===== src/rtl/core/cma_pkg.sv =====
// Shared constants and types of the centered moving average block.
package cma_pkg;

  localparam int unsigned MAX_WINDOW  = 32;
  localparam int unsigned SAMPLE_BITS = 16;
  localparam int unsigned CFG_W       = 6;

  // Per-cycle command of one sample cell
  typedef enum logic [1:0] {
    CELL_HOLD = 2'd0,
    CELL_FWD  = 2'd1,
    CELL_BACK = 2'd2
  } cell_op_e;

endpackage


===== src/rtl/core/cma_if.sv =====
// Valid/ready channel interfaces for sample words and average words.
interface cma_in_if #(
  parameter int unsigned SampleBits = cma_pkg::SAMPLE_BITS
) ();
  logic                         valid;
  logic                         ready;
  logic signed [SampleBits-1:0] sample;
  logic                         final_sample;

  modport source (output valid, output sample, output final_sample, input ready);
  modport sink   (input valid, input sample, input final_sample, output ready);
endinterface

interface cma_out_if #(
  parameter int unsigned SampleBits = cma_pkg::SAMPLE_BITS
) ();
  logic                         valid;
  logic                         ready;
  logic signed [SampleBits-1:0] average;
  logic                         final_result;

  modport source (output valid, output average, output final_result, input ready);
  modport sink   (input valid, input average, input final_result, output ready);
endinterface


===== src/rtl/core/cma_cell.sv =====
// One sample cell of the ring: holds a sample, takes it from either neighbor.
module cma_cell #(
  parameter int unsigned SampleBits = cma_pkg::SAMPLE_BITS
) (
  input  logic                         clk_i,
  input  cma_pkg::cell_op_e            op_i,
  input  logic signed [SampleBits-1:0] lo_i,
  input  logic signed [SampleBits-1:0] hi_i,
  output logic signed [SampleBits-1:0] data_o
);

  logic signed [SampleBits-1:0] data_q, data_d;

  // Pick the neighbor to take from, or hold
  always_comb begin
    case (op_i)
      cma_pkg::CELL_FWD:  data_d = hi_i;
      cma_pkg::CELL_BACK: data_d = lo_i;
      default:            data_d = data_q;
    endcase
  end

  always_ff @(posedge clk_i) begin
    data_q <= data_d;
  end

  assign data_o = data_q;

endmodule


===== src/rtl/core/cma_div.sv =====
// Restoring divider: rounded signed mean of a window sum over its length.
module cma_div #(
  parameter int unsigned SumW       = 21,
  parameter int unsigned LenW       = 6,
  parameter int unsigned SampleBits = cma_pkg::SAMPLE_BITS
) (
  input  logic                         clk_i,
  input  logic                         rst_ni,
  input  logic                         start_i,
  input  logic signed [SumW-1:0]       sum_i,
  input  logic [LenW-1:0]              len_i,
  output logic                         done_o,
  output logic signed [SampleBits-1:0] quot_o
);

  localparam int unsigned NumW = SumW + 1;
  localparam int unsigned DenW = LenW + 1;
  localparam int unsigned CntW = $clog2(NumW + 1);

  logic [NumW-1:0] num_q, num_d;
  logic [DenW-1:0] rem_q, rem_d;
  logic [DenW-1:0] den_q, den_d;
  logic            neg_q, neg_d;
  logic [CntW-1:0] cnt_q, cnt_d;
  logic            done_q, done_d;

  logic [SumW-1:0]       mag;
  logic [DenW:0]         rem_s;
  logic                  ge;
  logic [SampleBits-1:0] q_tr;

  // Dividend is 2|sum| + len, divisor 2 len: rounds half away from zero
  assign mag   = sum_i[SumW-1] ? (~sum_i + SumW'(1)) : sum_i;
  assign rem_s = {rem_q, num_q[NumW-1]};
  assign ge    = rem_s >= {1'b0, den_q};

  // One quotient bit per cycle
  always_comb begin
    num_d  = num_q;
    rem_d  = rem_q;
    den_d  = den_q;
    neg_d  = neg_q;
    cnt_d  = cnt_q;
    done_d = 1'b0;
    if (start_i) begin
      num_d = {mag, 1'b0} + NumW'(len_i);
      rem_d = '0;
      den_d = {len_i, 1'b0};
      neg_d = sum_i[SumW-1];
      cnt_d = CntW'(NumW);
    end else if (cnt_q != '0) begin
      rem_d  = ge ? DenW'(rem_s - {1'b0, den_q}) : DenW'(rem_s);
      num_d  = {num_q[NumW-2:0], ge};
      cnt_d  = cnt_q - CntW'(1);
      done_d = (cnt_q == CntW'(1));
    end
  end

  always_ff @(posedge clk_i or negedge rst_ni) begin
    if (!rst_ni) begin
      cnt_q  <= '0;
      done_q <= 1'b0;
    end else begin
      cnt_q  <= cnt_d;
      done_q <= done_d;
    end
  end

  always_ff @(posedge clk_i) begin
    num_q <= num_d;
    rem_q <= rem_d;
    den_q <= den_d;
    neg_q <= neg_d;
  end

  // Restore the sign; the rounded mean always fits the sample width
  assign q_tr   = num_q[SampleBits-1:0];
  assign quot_o = neg_q ? $signed(-q_tr) : $signed(q_tr);
  assign done_o = done_q;

endmodule


===== src/rtl/core/centered_moving_average.sv =====
// Top level of the centered moving average with shrinking window edges.
//
// Channels: in_i takes one signed sample word per item, final_sample marks
// the last sample of a sequence; out_o gives average words, final_result
// marks the last average of the sequence. Both are valid/ready; a word
// moves on a clock edge with valid and ready high. cfg_we_i/cfg_wdata_i
// write the window length (0 acts as 1, above MaxWindow as MaxWindow).
// Samples sit in a ring of MaxWindow cells; a window sum is gathered by
// rotating the ring past cell 0, one sample per cycle, then a restoring
// divider gives the mean. A sample that owes no average is taken and
// in_i.ready stays high. Otherwise the average is loaded once the sum
// of the clipped window (up to MaxWindow samples) is divided; after a
// sample that is not final, the ring then rotates back before in_i.ready
// returns. A final sample flushes up to MaxWindow/2 averages, each after
// the first made by dropping at most one sample from the sum and dividing
// again. The output register lets the block go on while a word waits;
// when the receiver stalls, the next average waits in the divider and the
// block holds. Reset clears the sequence and sets the window length to 1.
module centered_moving_average #(
  parameter int unsigned MaxWindow  = cma_pkg::MAX_WINDOW,
  parameter int unsigned SampleBits = cma_pkg::SAMPLE_BITS
) (
  input  logic                      clk_i,
  input  logic                      rst_ni,
  input  logic                      cfg_we_i,
  input  logic [cma_pkg::CFG_W-1:0] cfg_wdata_i,
  cma_in_if.sink                    in_i,
  cma_out_if.source                 out_o
);

  localparam int unsigned IdxW    = $clog2(MaxWindow);
  localparam int unsigned LenW    = IdxW + 1;
  localparam int unsigned SeenW   = $clog2(2 * MaxWindow);
  localparam int unsigned SumW    = SampleBits + IdxW;
  localparam int unsigned KW      = (LenW > cma_pkg::CFG_W) ? LenW : cma_pkg::CFG_W;
  localparam int unsigned SeenCap = 2 * MaxWindow - 1;

  typedef enum logic [7:0] {
    ST_IDLE     = 8'b0000_0001,
    ST_ADD      = 8'b0000_0010,
    ST_DIV_GO   = 8'b0000_0100,
    ST_DIV_WAIT = 8'b0000_1000,
    ST_PUT      = 8'b0001_0000,
    ST_BACK     = 8'b0010_0000,
    ST_SUB      = 8'b0100_0000,
    ST_RESTORE  = 8'b1000_0000
  } state_e;

  state_e                    state_q, state_d;
  logic [cma_pkg::CFG_W-1:0] window_len_q;
  logic [SeenW-1:0]          seen_q, seen_d;
  logic                      last_q, last_d;
  logic [IdxW-1:0]           d_q, d_d;
  logic [IdxW-1:0]           before_q, before_d;
  logic [IdxW-1:0]           lim_q, lim_d;
  logic [IdxW-1:0]           hi_q, hi_d;
  logic [IdxW-1:0]           cur_q, cur_d;
  logic signed [SumW-1:0]    acc_q, acc_d;
  logic                      out_valid_q, out_valid_d;
  logic signed [SampleBits-1:0] out_avg_q, out_avg_d;
  logic                      out_fin_q, out_fin_d;

  cma_pkg::cell_op_e            cell_op;
  logic                         cell_load;
  logic signed [SampleBits-1:0] cell_data [MaxWindow];
  logic signed [SampleBits-1:0] cell0_lo;
  logic signed [SumW-1:0]       cell0_ext;

  logic                         div_start;
  logic                         div_done;
  logic signed [SampleBits-1:0] div_quot;

  logic [KW-1:0]    k_raw, k;
  logic [IdxW-1:0]  before_w, after_w, kmax_w;
  logic [SeenW-1:0] seen_n, seen_m1;
  logic [IdxW-1:0]  lim_w, d0, hi_last, hi_run, d_dec, nh;
  logic [LenW-1:0]  sum_db, nh_sum;
  logic             has_out;
  logic             in_accept, out_take, put_ok;

  // Window geometry from the clamped length
  assign k_raw    = KW'(window_len_q);
  assign k        = (k_raw == '0) ? KW'(1) :
                    (k_raw > KW'(MaxWindow)) ? KW'(MaxWindow) : k_raw;
  assign before_w = IdxW'(k >> 1);
  assign after_w  = IdxW'((k - KW'(1)) >> 1);
  assign kmax_w   = IdxW'(k - KW'(1));

  // Sequence position after taking this sample
  assign seen_n  = (seen_q < SeenW'(SeenCap)) ? seen_q + SeenW'(1) : seen_q;
  assign seen_m1 = seen_n - SeenW'(1);
  assign lim_w   = (seen_m1 > SeenW'(MaxWindow - 1)) ? IdxW'(MaxWindow - 1)
                                                     : IdxW'(seen_m1);
  assign has_out = seen_n > SeenW'(after_w);
  assign d0      = (lim_w < after_w) ? lim_w : after_w;
  assign sum_db  = {1'b0, d0} + {1'b0, before_w};
  assign hi_last = (sum_db > {1'b0, lim_w}) ? lim_w : IdxW'(sum_db);
  assign hi_run  = (kmax_w < lim_w) ? kmax_w : lim_w;

  // Newest sample of the next flushed output's window
  assign d_dec  = d_q - IdxW'(1);
  assign nh_sum = {1'b0, d_dec} + {1'b0, before_q};
  assign nh     = (nh_sum > {1'b0, lim_q}) ? lim_q : IdxW'(nh_sum);

  assign in_accept = in_i.valid && in_i.ready;
  assign out_take  = out_valid_q && out_o.ready;
  assign put_ok    = (state_q == ST_PUT) && (!out_valid_q || out_o.ready);

  // Ring of sample cells; cell 0 takes the new sample on a load
  assign cell0_lo  = cell_load ? in_i.sample : cell_data[MaxWindow-1];
  assign cell0_ext = {{IdxW{cell_data[0][SampleBits-1]}}, cell_data[0]};

  for (genvar b = 0; b < MaxWindow; b++) begin : g_cell
    localparam int unsigned Up   = (b + 1) % MaxWindow;
    localparam int unsigned Down = (b + MaxWindow - 1) % MaxWindow;
    cma_cell #(
      .SampleBits (SampleBits)
    ) u_cell (
      .clk_i  (clk_i),
      .op_i   (cell_op),
      .lo_i   ((b == 0) ? cell0_lo : cell_data[Down]),
      .hi_i   (cell_data[Up]),
      .data_o (cell_data[b])
    );
  end

  cma_div #(
    .SumW       (SumW),
    .LenW       (LenW),
    .SampleBits (SampleBits)
  ) u_div (
    .clk_i   (clk_i),
    .rst_ni  (rst_ni),
    .start_i (div_start),
    .sum_i   (acc_q),
    .len_i   ({1'b0, cur_q} + LenW'(1)),
    .done_o  (div_done),
    .quot_o  (div_quot)
  );

  // Sequencer: gather, divide, emit, step back
  always_comb begin
    state_d   = state_q;
    seen_d    = seen_q;
    last_d    = last_q;
    d_d       = d_q;
    before_d  = before_q;
    lim_d     = lim_q;
    hi_d      = hi_q;
    cur_d     = cur_q;
    acc_d     = acc_q;
    cell_op   = cma_pkg::CELL_HOLD;
    cell_load = 1'b0;
    div_start = 1'b0;
    case (state_q)
      ST_IDLE: begin
        if (in_accept) begin
          cell_op   = cma_pkg::CELL_BACK;
          cell_load = 1'b1;
          acc_d     = '0;
          cur_d     = '0;
          before_d  = before_w;
          lim_d     = lim_w;
          last_d    = in_i.final_sample;
          if (in_i.final_sample) begin
            seen_d  = '0;
            d_d     = d0;
            hi_d    = hi_last;
            state_d = ST_ADD;
          end else begin
            seen_d = seen_n;
            d_d    = '0;
            hi_d   = hi_run;
            if (has_out) begin
              state_d = ST_ADD;
            end
          end
        end
      end
      ST_ADD: begin
        cell_op = cma_pkg::CELL_FWD;
        acc_d   = acc_q + cell0_ext;
        if (cur_q == hi_q) begin
          state_d = ST_DIV_GO;
        end else begin
          cur_d = cur_q + IdxW'(1);
        end
      end
      ST_DIV_GO: begin
        div_start = 1'b1;
        state_d   = ST_DIV_WAIT;
      end
      ST_DIV_WAIT: begin
        if (div_done) begin
          state_d = ST_PUT;
        end
      end
      ST_PUT: begin
        if (put_ok) begin
          if (!last_q) begin
            state_d = ST_RESTORE;
          end else if (d_q == '0) begin
            state_d = ST_IDLE;
          end else begin
            d_d     = d_dec;
            state_d = (nh < cur_q) ? ST_BACK : ST_DIV_GO;
          end
        end
      end
      ST_BACK: begin
        cell_op = cma_pkg::CELL_BACK;
        state_d = ST_SUB;
      end
      ST_SUB: begin
        acc_d   = acc_q - cell0_ext;
        cur_d   = cur_q - IdxW'(1);
        state_d = ST_DIV_GO;
      end
      ST_RESTORE: begin
        cell_op = cma_pkg::CELL_BACK;
        if (cur_q == '0) begin
          state_d = ST_IDLE;
        end else begin
          cur_d = cur_q - IdxW'(1);
        end
      end
      default: begin
        state_d = ST_IDLE;
      end
    endcase
  end

  // Output register: drop a taken word, load a finished average
  always_comb begin
    out_valid_d = out_valid_q;
    out_avg_d   = out_avg_q;
    out_fin_d   = out_fin_q;
    if (out_take) begin
      out_valid_d = 1'b0;
    end
    if (put_ok) begin
      out_valid_d = 1'b1;
      out_avg_d   = div_quot;
      out_fin_d   = last_q && (d_q == '0);
    end
  end

  always_ff @(posedge clk_i or negedge rst_ni) begin
    if (!rst_ni) begin
      state_q      <= ST_IDLE;
      window_len_q <= cma_pkg::CFG_W'(1);
      seen_q       <= '0;
      out_valid_q  <= 1'b0;
    end else begin
      state_q     <= state_d;
      seen_q      <= seen_d;
      out_valid_q <= out_valid_d;
      if (cfg_we_i) begin
        window_len_q <= cfg_wdata_i;
      end
    end
  end

  always_ff @(posedge clk_i) begin
    last_q    <= last_d;
    d_q       <= d_d;
    before_q  <= before_d;
    lim_q     <= lim_d;
    hi_q      <= hi_d;
    cur_q     <= cur_d;
    acc_q     <= acc_d;
    out_avg_q <= out_avg_d;
    out_fin_q <= out_fin_d;
  end

  assign in_i.ready         = (state_q == ST_IDLE);
  assign out_o.valid        = out_valid_q;
  assign out_o.average      = out_avg_q;
  assign out_o.final_result = out_fin_q;

endmodule


===== src/flat_wrapper.sv =====
// flat-port wrapper written by rule: the top's interface ports become plain ports
module centered_moving_average_flat 
#(
  parameter int unsigned MaxWindow  = cma_pkg::MAX_WINDOW,
  parameter int unsigned SampleBits = cma_pkg::SAMPLE_BITS
)
  (clk_i, rst_ni, cfg_we_i, cfg_wdata_i, in_i_valid, in_i_sample, in_i_final_sample, in_i_ready, out_o_valid, out_o_average, out_o_final_result, out_o_ready);
  cma_in_if #(.SampleBits(SampleBits)) in_i_i ();
  cma_out_if #(.SampleBits(SampleBits)) out_o_i ();
  input  logic clk_i;
  input  logic rst_ni;
  input  logic cfg_we_i;
  input  logic [cma_pkg::CFG_W-1:0] cfg_wdata_i;
  input wire logic [$bits(in_i_i.valid)-1:0] in_i_valid;
  input wire logic [$bits(in_i_i.sample)-1:0] in_i_sample;
  input wire logic [$bits(in_i_i.final_sample)-1:0] in_i_final_sample;
  output wire logic [$bits(in_i_i.ready)-1:0] in_i_ready;
  output wire logic [$bits(out_o_i.valid)-1:0] out_o_valid;
  output wire logic [$bits(out_o_i.average)-1:0] out_o_average;
  output wire logic [$bits(out_o_i.final_result)-1:0] out_o_final_result;
  input wire logic [$bits(out_o_i.ready)-1:0] out_o_ready;
  assign in_i_i.valid = in_i_valid;
  assign in_i_i.sample = in_i_sample;
  assign in_i_i.final_sample = in_i_final_sample;
  assign in_i_ready = in_i_i.ready;
  assign out_o_valid = out_o_i.valid;
  assign out_o_average = out_o_i.average;
  assign out_o_final_result = out_o_i.final_result;
  assign out_o_i.ready = out_o_ready;
  centered_moving_average #(.MaxWindow(MaxWindow), .SampleBits(SampleBits)) u_core (.clk_i(clk_i), .rst_ni(rst_ni), .cfg_we_i(cfg_we_i), .cfg_wdata_i(cfg_wdata_i), .in_i(in_i_i), .out_o(out_o_i));
endmodule

===== config.mk =====
export PLATFORM = sky130hd
export DESIGN_NAME = centered_moving_average_flat
export DESIGN_NICKNAME = d
export VERILOG_FILES = /design/src/rtl/core/cma_pkg.sv /design/src/rtl/core/cma_if.sv /design/src/rtl/core/cma_cell.sv /design/src/rtl/core/cma_div.sv /design/src/rtl/core/centered_moving_average.sv /design/src/flat_wrapper.sv
export SDC_FILE = /design/constraint.sdc
export NUM_CORES = 1
export LEC_CHECK = 0
export ABC_AREA = 1
export BUFFER_PORTS_ARGS = -buffer_cell sky130_fd_sc_hd__buf_2
export CAP_MARGIN = 20
export CORE_MARGIN = 10
export CORE_UTILIZATION = 57
export DETAILED_ROUTE_END_ITERATION = 16
export PLACE_DENSITY = 0.77
export SLEW_MARGIN = 20
export SYNTH_ARGS = -nofsm -noshare
export SYNTH_HDL_FRONTEND = slang
export SYNTH_SLANG_ARGS = --single-unit

===== constraint.sdc =====
create_clock -name clk_i -period 12.1 [get_ports clk_i]
set_input_delay 2.42 -clock clk_i [delete_from_list [all_inputs] [get_ports clk_i]]
set_output_delay 2.42 -clock clk_i [all_outputs]
set_load 0.01 [all_outputs]

; Yosys cells after proc, flatten, opt, wreduce, memory -nomap -nowiden
; Index checks and enable logic that the tools add are counted.
[word_totals]
input_bits = 28
ff_bits = 639
word_cells = 204
[classes]
n_mux = 82
n_reduce_logical = 22
n_bitwise = 1
eq_ne = 22
n_lt_le_gt_ge = 10
addsub = 16
[op_table]
columns = op, count
row1 = $pmux 16 s2, 32
row2 = $mux 5, 16
row3 = $mux 8, 9
row4 = $pmux 8 s8, 1
row5 = $pmux 21 s3, 1
row6 = $mux 22, 2
row7 = $mux 21, 2
row8 = $mux 16, 2
row9 = $mux 6, 5
row10 = $add 22x6->22, 1
row11 = $add 21x16->21, 1
row12 = $add 21x2->21 const B, 1
row13 = $not 21->21, 1
row14 = $sub 21x16->21, 1
row15 = $pmux 5 s4, 1
row16 = $gt 6x5->1, 3
row17 = $neg 16->16, 1
row18 = $lt 5x5->1, 3
row19 = $sub 5x1->5 const B, 3
row20 = $add 5x5->6, 2
row21 = $sub 6x1->6 const B, 2
row22 = $logic_not 5->1, 2
row23 = $ne 2x2->1 const B, 5
row24 = $pmux 5 s2, 1
row25 = 39 further kinds, 55

; Logic depth before layout (Yosys ltp)
[depth]
depth_word = 11
ltp_mapped = 32

; Cells and area by module
; From an unflattened synthesis, not the netlist that was laid out.
[unflattened]
hier_cells = 3614
hier_area_um2 = 33876.2
[modules_own_cells]
columns = module, cells_each, n_inst, area_per_inst_um2
row1 = cma_cell, 71, 32, 744.5
row2 = centered_moving_average, 849, 1, 6598.8
row3 = cma_div, 493, 1, 3454.6

; Least setup slack after synthesis
; OpenSTA, ideal clock, no wires.
[synth_path]
path_type = input to register
start = input in_i_valid
end = register u_core.g_cell[0].u_cell.data_q[0] (enable)
cell_stages = 7
setup_time_ns = 0.860
setup_slack_ns = -1.993
t_arrival_ns = 13.233
path_cell_list = inv_1 > nor2_1 > inv_2 > clkbuf_1 > nand2_1 > ha_1 > inv_1
[synth_between]
elab_chain_len = 5
[synth_rtl]
columns = item, line_no
row1 = "start, declared", flat_wrapper.sv:14  ; input wire logic [$bits(in_i_i.valid)-1:0] in_i_valid;
row2 = $logic_and 1x1->1 *, centered_moving_average.sv:105  ; assign in_accept = in_i.valid && in_i.ready;
row3 = $mux 2 *, centered_moving_average.sv:157  ; if (in_accept) begin
row4 = $pmux 2 s3 *, centered_moving_average.sv:155  ; case (state_q)
row5 = $eq 2x2->1 / $eq 2x1->1 (equally long branches), cma_cell.sv:16  ; case (op_i)
row6 = $reduce_bool 2->1 (no source line) *, n/a
row7 = "end signal, assigned", cma_cell.sv:24  ; data_q <= data_d;
row8 = "end, declared", cma_cell.sv:12  ; logic signed [SampleBits-1:0] data_q, data_d;
; Mark *: on every way between the ends. The rest lies on a longest branch, timed or not.
; A chain may end at the register's enable or synchronous reset.

; Final worst setup path
[layout_path]
start = input in_i_valid
end = register u_core.g_cell[30].u_cell.data_q[6] (data pin)
[layout_between]
elab_chain_len = 5
[layout_rtl]
columns = item, line_no
row1 = $logic_and 1x1->1 *, centered_moving_average.sv:105
row2 = $mux 2 *, centered_moving_average.sv:157
row3 = $pmux 2 s3 *, centered_moving_average.sv:155
row4 = $eq 2x2->1 / $eq 2x1->1 (equally long branches), cma_cell.sv:16
row5 = $pmux 16 s2 *, cma_cell.sv:16
row6 = via u_core.g_cell[30].u_cell.data_d[6], cma_cell.sv:12
row7 = "end signal, assigned", cma_cell.sv:24
row8 = "end, declared", cma_cell.sv:12
; The timed path passes the listed nets; every way through them passes the cells marked *.

==> impl_results.md <==
- Ys async rst share: 4.23%
- Deepest clock path buffer count: 3
- Fin. Hold Viols: 0
- Reg-to-Reg End: u_core.g_cell[30].u_cell.data_o[6]
- Crit-path max FO: 124
- Post-CTS Hold Buffers: 0
- Dpl cell area: 32000 um2
- Largest net degree at the start of global routing: 234
- DRC: 0
- Tot GR Track Use: 18.4%
- Max Freq: 161 MHz
- Arrival time at the worst endpoint: 6.54 ns
- CP max stage cell: buf_4
- Port buffer count: 46
- Final non-filler cell area: 34100 um2
- Core area: 54000 um2
- Most frequent cells in the layout: edfxtp_1 (605), nand2_1 (553), inv_1 (423)
- Start of the worst register-to-register path: u_core.state_q[7]
- Finish-stage setup viols: 0
- Worst path required time: 12.44 ns
- FF-to-FF path depth: 12
- CP max stage delay: 0.86 ns
- Post-synth EDFFs: 605
- Period utilisation layout: 51.2%
- Ys Warns: 0
- Vias in the first global route: 20600
- Reg2reg setup slack: 6.61 ns
- Starting Density: 57.7%
- # IOs: 47
- Postcts setup bufs: 0
- Synth Instances: 3169
- N_diodes: 0
- Die Area: 64500 um2
- Final ANT Viol Nets: 0
- Post-synth net total: 3280
- RD Place Congestion: 0.886
- CTS tree: yes
- Pre-antenna DRT Iters: 5
- RSZ-0062 raised after global routing: false
- Maxcap violations: 0
- Hold Crit Class: flip-flop to flip-flop
- Initial antenna violation count: 0
- Fillcell total: 4262
- Post-synthesis sequential area ratio: 60.9%
- Highest Signal Layer: met4
- DR WL/cell: 15.3 um
- Min-Delay Endpoint: u_core.state_q[6]
- Resize count post-CTS: 0
- Avg Cell Area, Syn: 9.84 um2
- Wire length on met3: 2.96 mm
- Cell area after synthesis: 31200 um2
- Final nets: 3288
- Hold path cells: 1
- Drt via density: 5.45
- Clk Latency, worst-skew pair: 0.61 ns
- Max transition margin: 27.6%
- Crit path top cell by count: buf_4
- Die width: 254 um
- DIE HEIGHT: 254 um
- Final WL: 59.9 mm
- Share of cells above drive strength 1: 7.09%
- Global-route wire length before repair: 98.4 mm
- Grt ovf: 0
- CP cell instances: buf_2 -> inv_1 -> nor2_2 -> buf_4 -> inv_2 -> nand2_1 -> ha_4 -> buf_4 -> buf_4 -> mux2_2
- WL met2: 27.5 mm
- CP Class: input port to flip-flop
- Commonest non-fill, non-tap cell in the layout: edfxtp_1
- Worst Max-Slew Pin Slew: 1.09 ns
- Root Buffer: clkbuf_16
- Status: complete, no violations
- Fin. max-slew vios: 0
- Wl on met1: 28.0 mm
- Htree depth: 3
- CTS buffer count: 68
- HPWL Detailed: 39.6 mm
- Min cycle time layout: 6.20 ns
- Fin Setup TNS: 0 ns
- Cell row count: 85
- Clock slew at reported path FFs: 0.06 ns
- Number of DRC markers in iteration 0: 1914
- Area Overhead vs Synth: 9.36%
- Setup Skew: 0.0209 ns
- HP Start: u_core.state_q[4]
- Clock sink count: 639
- Top_reg_cell synth: edfxtp_1
- Via count: 21400
- CP Launch Type: input port
- FF+latch count, synth: 639
- Synth cell types: 51
- Setup crit end kind: flip-flop
[registers in the layout (all words and copies together), names as in the netlist]
register                     count
u_core.acc_q                    21
u_core.before_q                  5
u_core.cur_q                     5
u_core.d_q                       5
u_core.g_cell.u_cell.data_o    512
u_core.hi_q                      5
u_core.k_raw                     6
u_core.last_q                    1
u_core.lim_q                     5
u_core.out_o.average            16
u_core.out_o.final_result        1
u_core.out_o.valid               1
u_core.seen_q                    6
u_core.state_q                   8
u_core.u_div.cnt_q               5
u_core.u_div.den_q               6
u_core.u_div.done_o              1
u_core.u_div.neg_q               1
u_core.u_div.num_q              22
u_core.u_div.rem_q               7
[worst max-delay path by stage]
stage | slack (ns) | startpoint | endpoint | cells past startpoint
final | 5.90 | in_i_valid | u_core.g_cell[30].u_cell.data_o[6] | 10
after global routing | 5.51 | in_i_valid | u_core.g_cell[30].u_cell.data_o[6] | 10
after CTS | 5.95 | in_i_valid | u_core.g_cell[30].u_cell.data_o[6] | 10
after detailed placement | 5.32 | in_i_valid | u_core.g_cell[30].u_cell.data_o[6] | 10
after global placement | 5.43 | in_i_valid | u_core.g_cell[30].u_cell.data_o[0] | 10
after floorplan | 0.67 | in_i_valid | u_core.g_cell[0].u_cell.data_o[0] | 7
[kinds of logic (layout without fill, tap and decap cells)]
logic type | after synthesis | in the layout | share of synthesized area (%)
AO/OA/AOI/OAI | 698 | 698 | 11.6
XOR/XNOR | 75 | 75 | 2.11
adder cells (fa/ha/maj) | 83 | 83 | 3.47
buffers and inverters | 558 | 617 | 6.73
flip-flops | 639 | 639 | 60.9
multiplexers | 19 | 19 | 0.686
other | 1 | 1 | 0.0120
AND/OR/NAND/NOR | 1096 | 1096 | 14.5
[cell usage after synthesis, drive strengths merged, types with 2 or more instances]
cell type  count  area, um2
xor2          56        490
or2           14       87.6
nor4          10       75.1
a21oi        315       1590
a31oi         21        131
xnor2         19        166
clkbuf       111        417
inv          430       1610
buf           16       66.3
nor2         363       1390
dfxtp          7        140
nand2        566       2190
nor3          24        131
nand3b         3       22.5
dfstp          2       52.6
ha            77        963
o21a           2       15.0
o211ai        10       75.1
edfxtp       605      18200
and2           2       12.5
o21ai        321       1610
mux2          19        214
a21o           2       15.0
o31ai          5       37.5
a211oi         3       22.5
dfrtp         25        626
nand3         91        470
nand4         23        144
o22ai         12       75.1
fa             6        120
[final cells by class]
cell class / instances / area [um2] / area share (%)
Clock buffer: 83 / 1850 / 5.43
Clock inverter: 38 / 234 / 0.686
Inverter: 431 / 1620 / 4.75
Multi-Input combinational cell: 1972 / 10100 / 29.7
Sequential cell: 639 / 19000 / 55.7
Tap cell: 696 / 871 / 2.55
Timing Repair Buffer: 65 / 417 / 1.22
[critical path: cells and delay by family]
kind / cells / cell delay [ns]
simple gates: 2 / 0.30
fa+ha+maj: 1 / 0.71
mux: 1 / 0.42
buf+inv: 6 / 2.50
[layer usage]
layer  global-route usage [%]  vias up
li1                         -    10800
met1                     25.3    10100
met2                     29.1      440
met3                     3.56      104
met4                     6.07        0
met5                        0        -
[through the flow]
| step | utilization (%) | hold slack [ns] | setup WS, ns | std cells |
|---|---|---|---|---|
| floorplan | - | 0.432 | 0.666 | 3169 |
| global placement | 59.2 | 0.466 | 5.43 | 3802 |
| CTS | 63.1 | 0.470 | 5.95 | 3923 |
| finish | 63.1 | 0.476 | 5.90 | 3924 |
| detailed placement | 59.2 | 0.471 | 5.32 | 3802 |
| global route | 63.1 | 0.496 | 5.51 | 3924 |
Power is left out: the tool's default activity adds up to more than one toggle a clock period on the data nets, which glitch-free logic cannot reach.
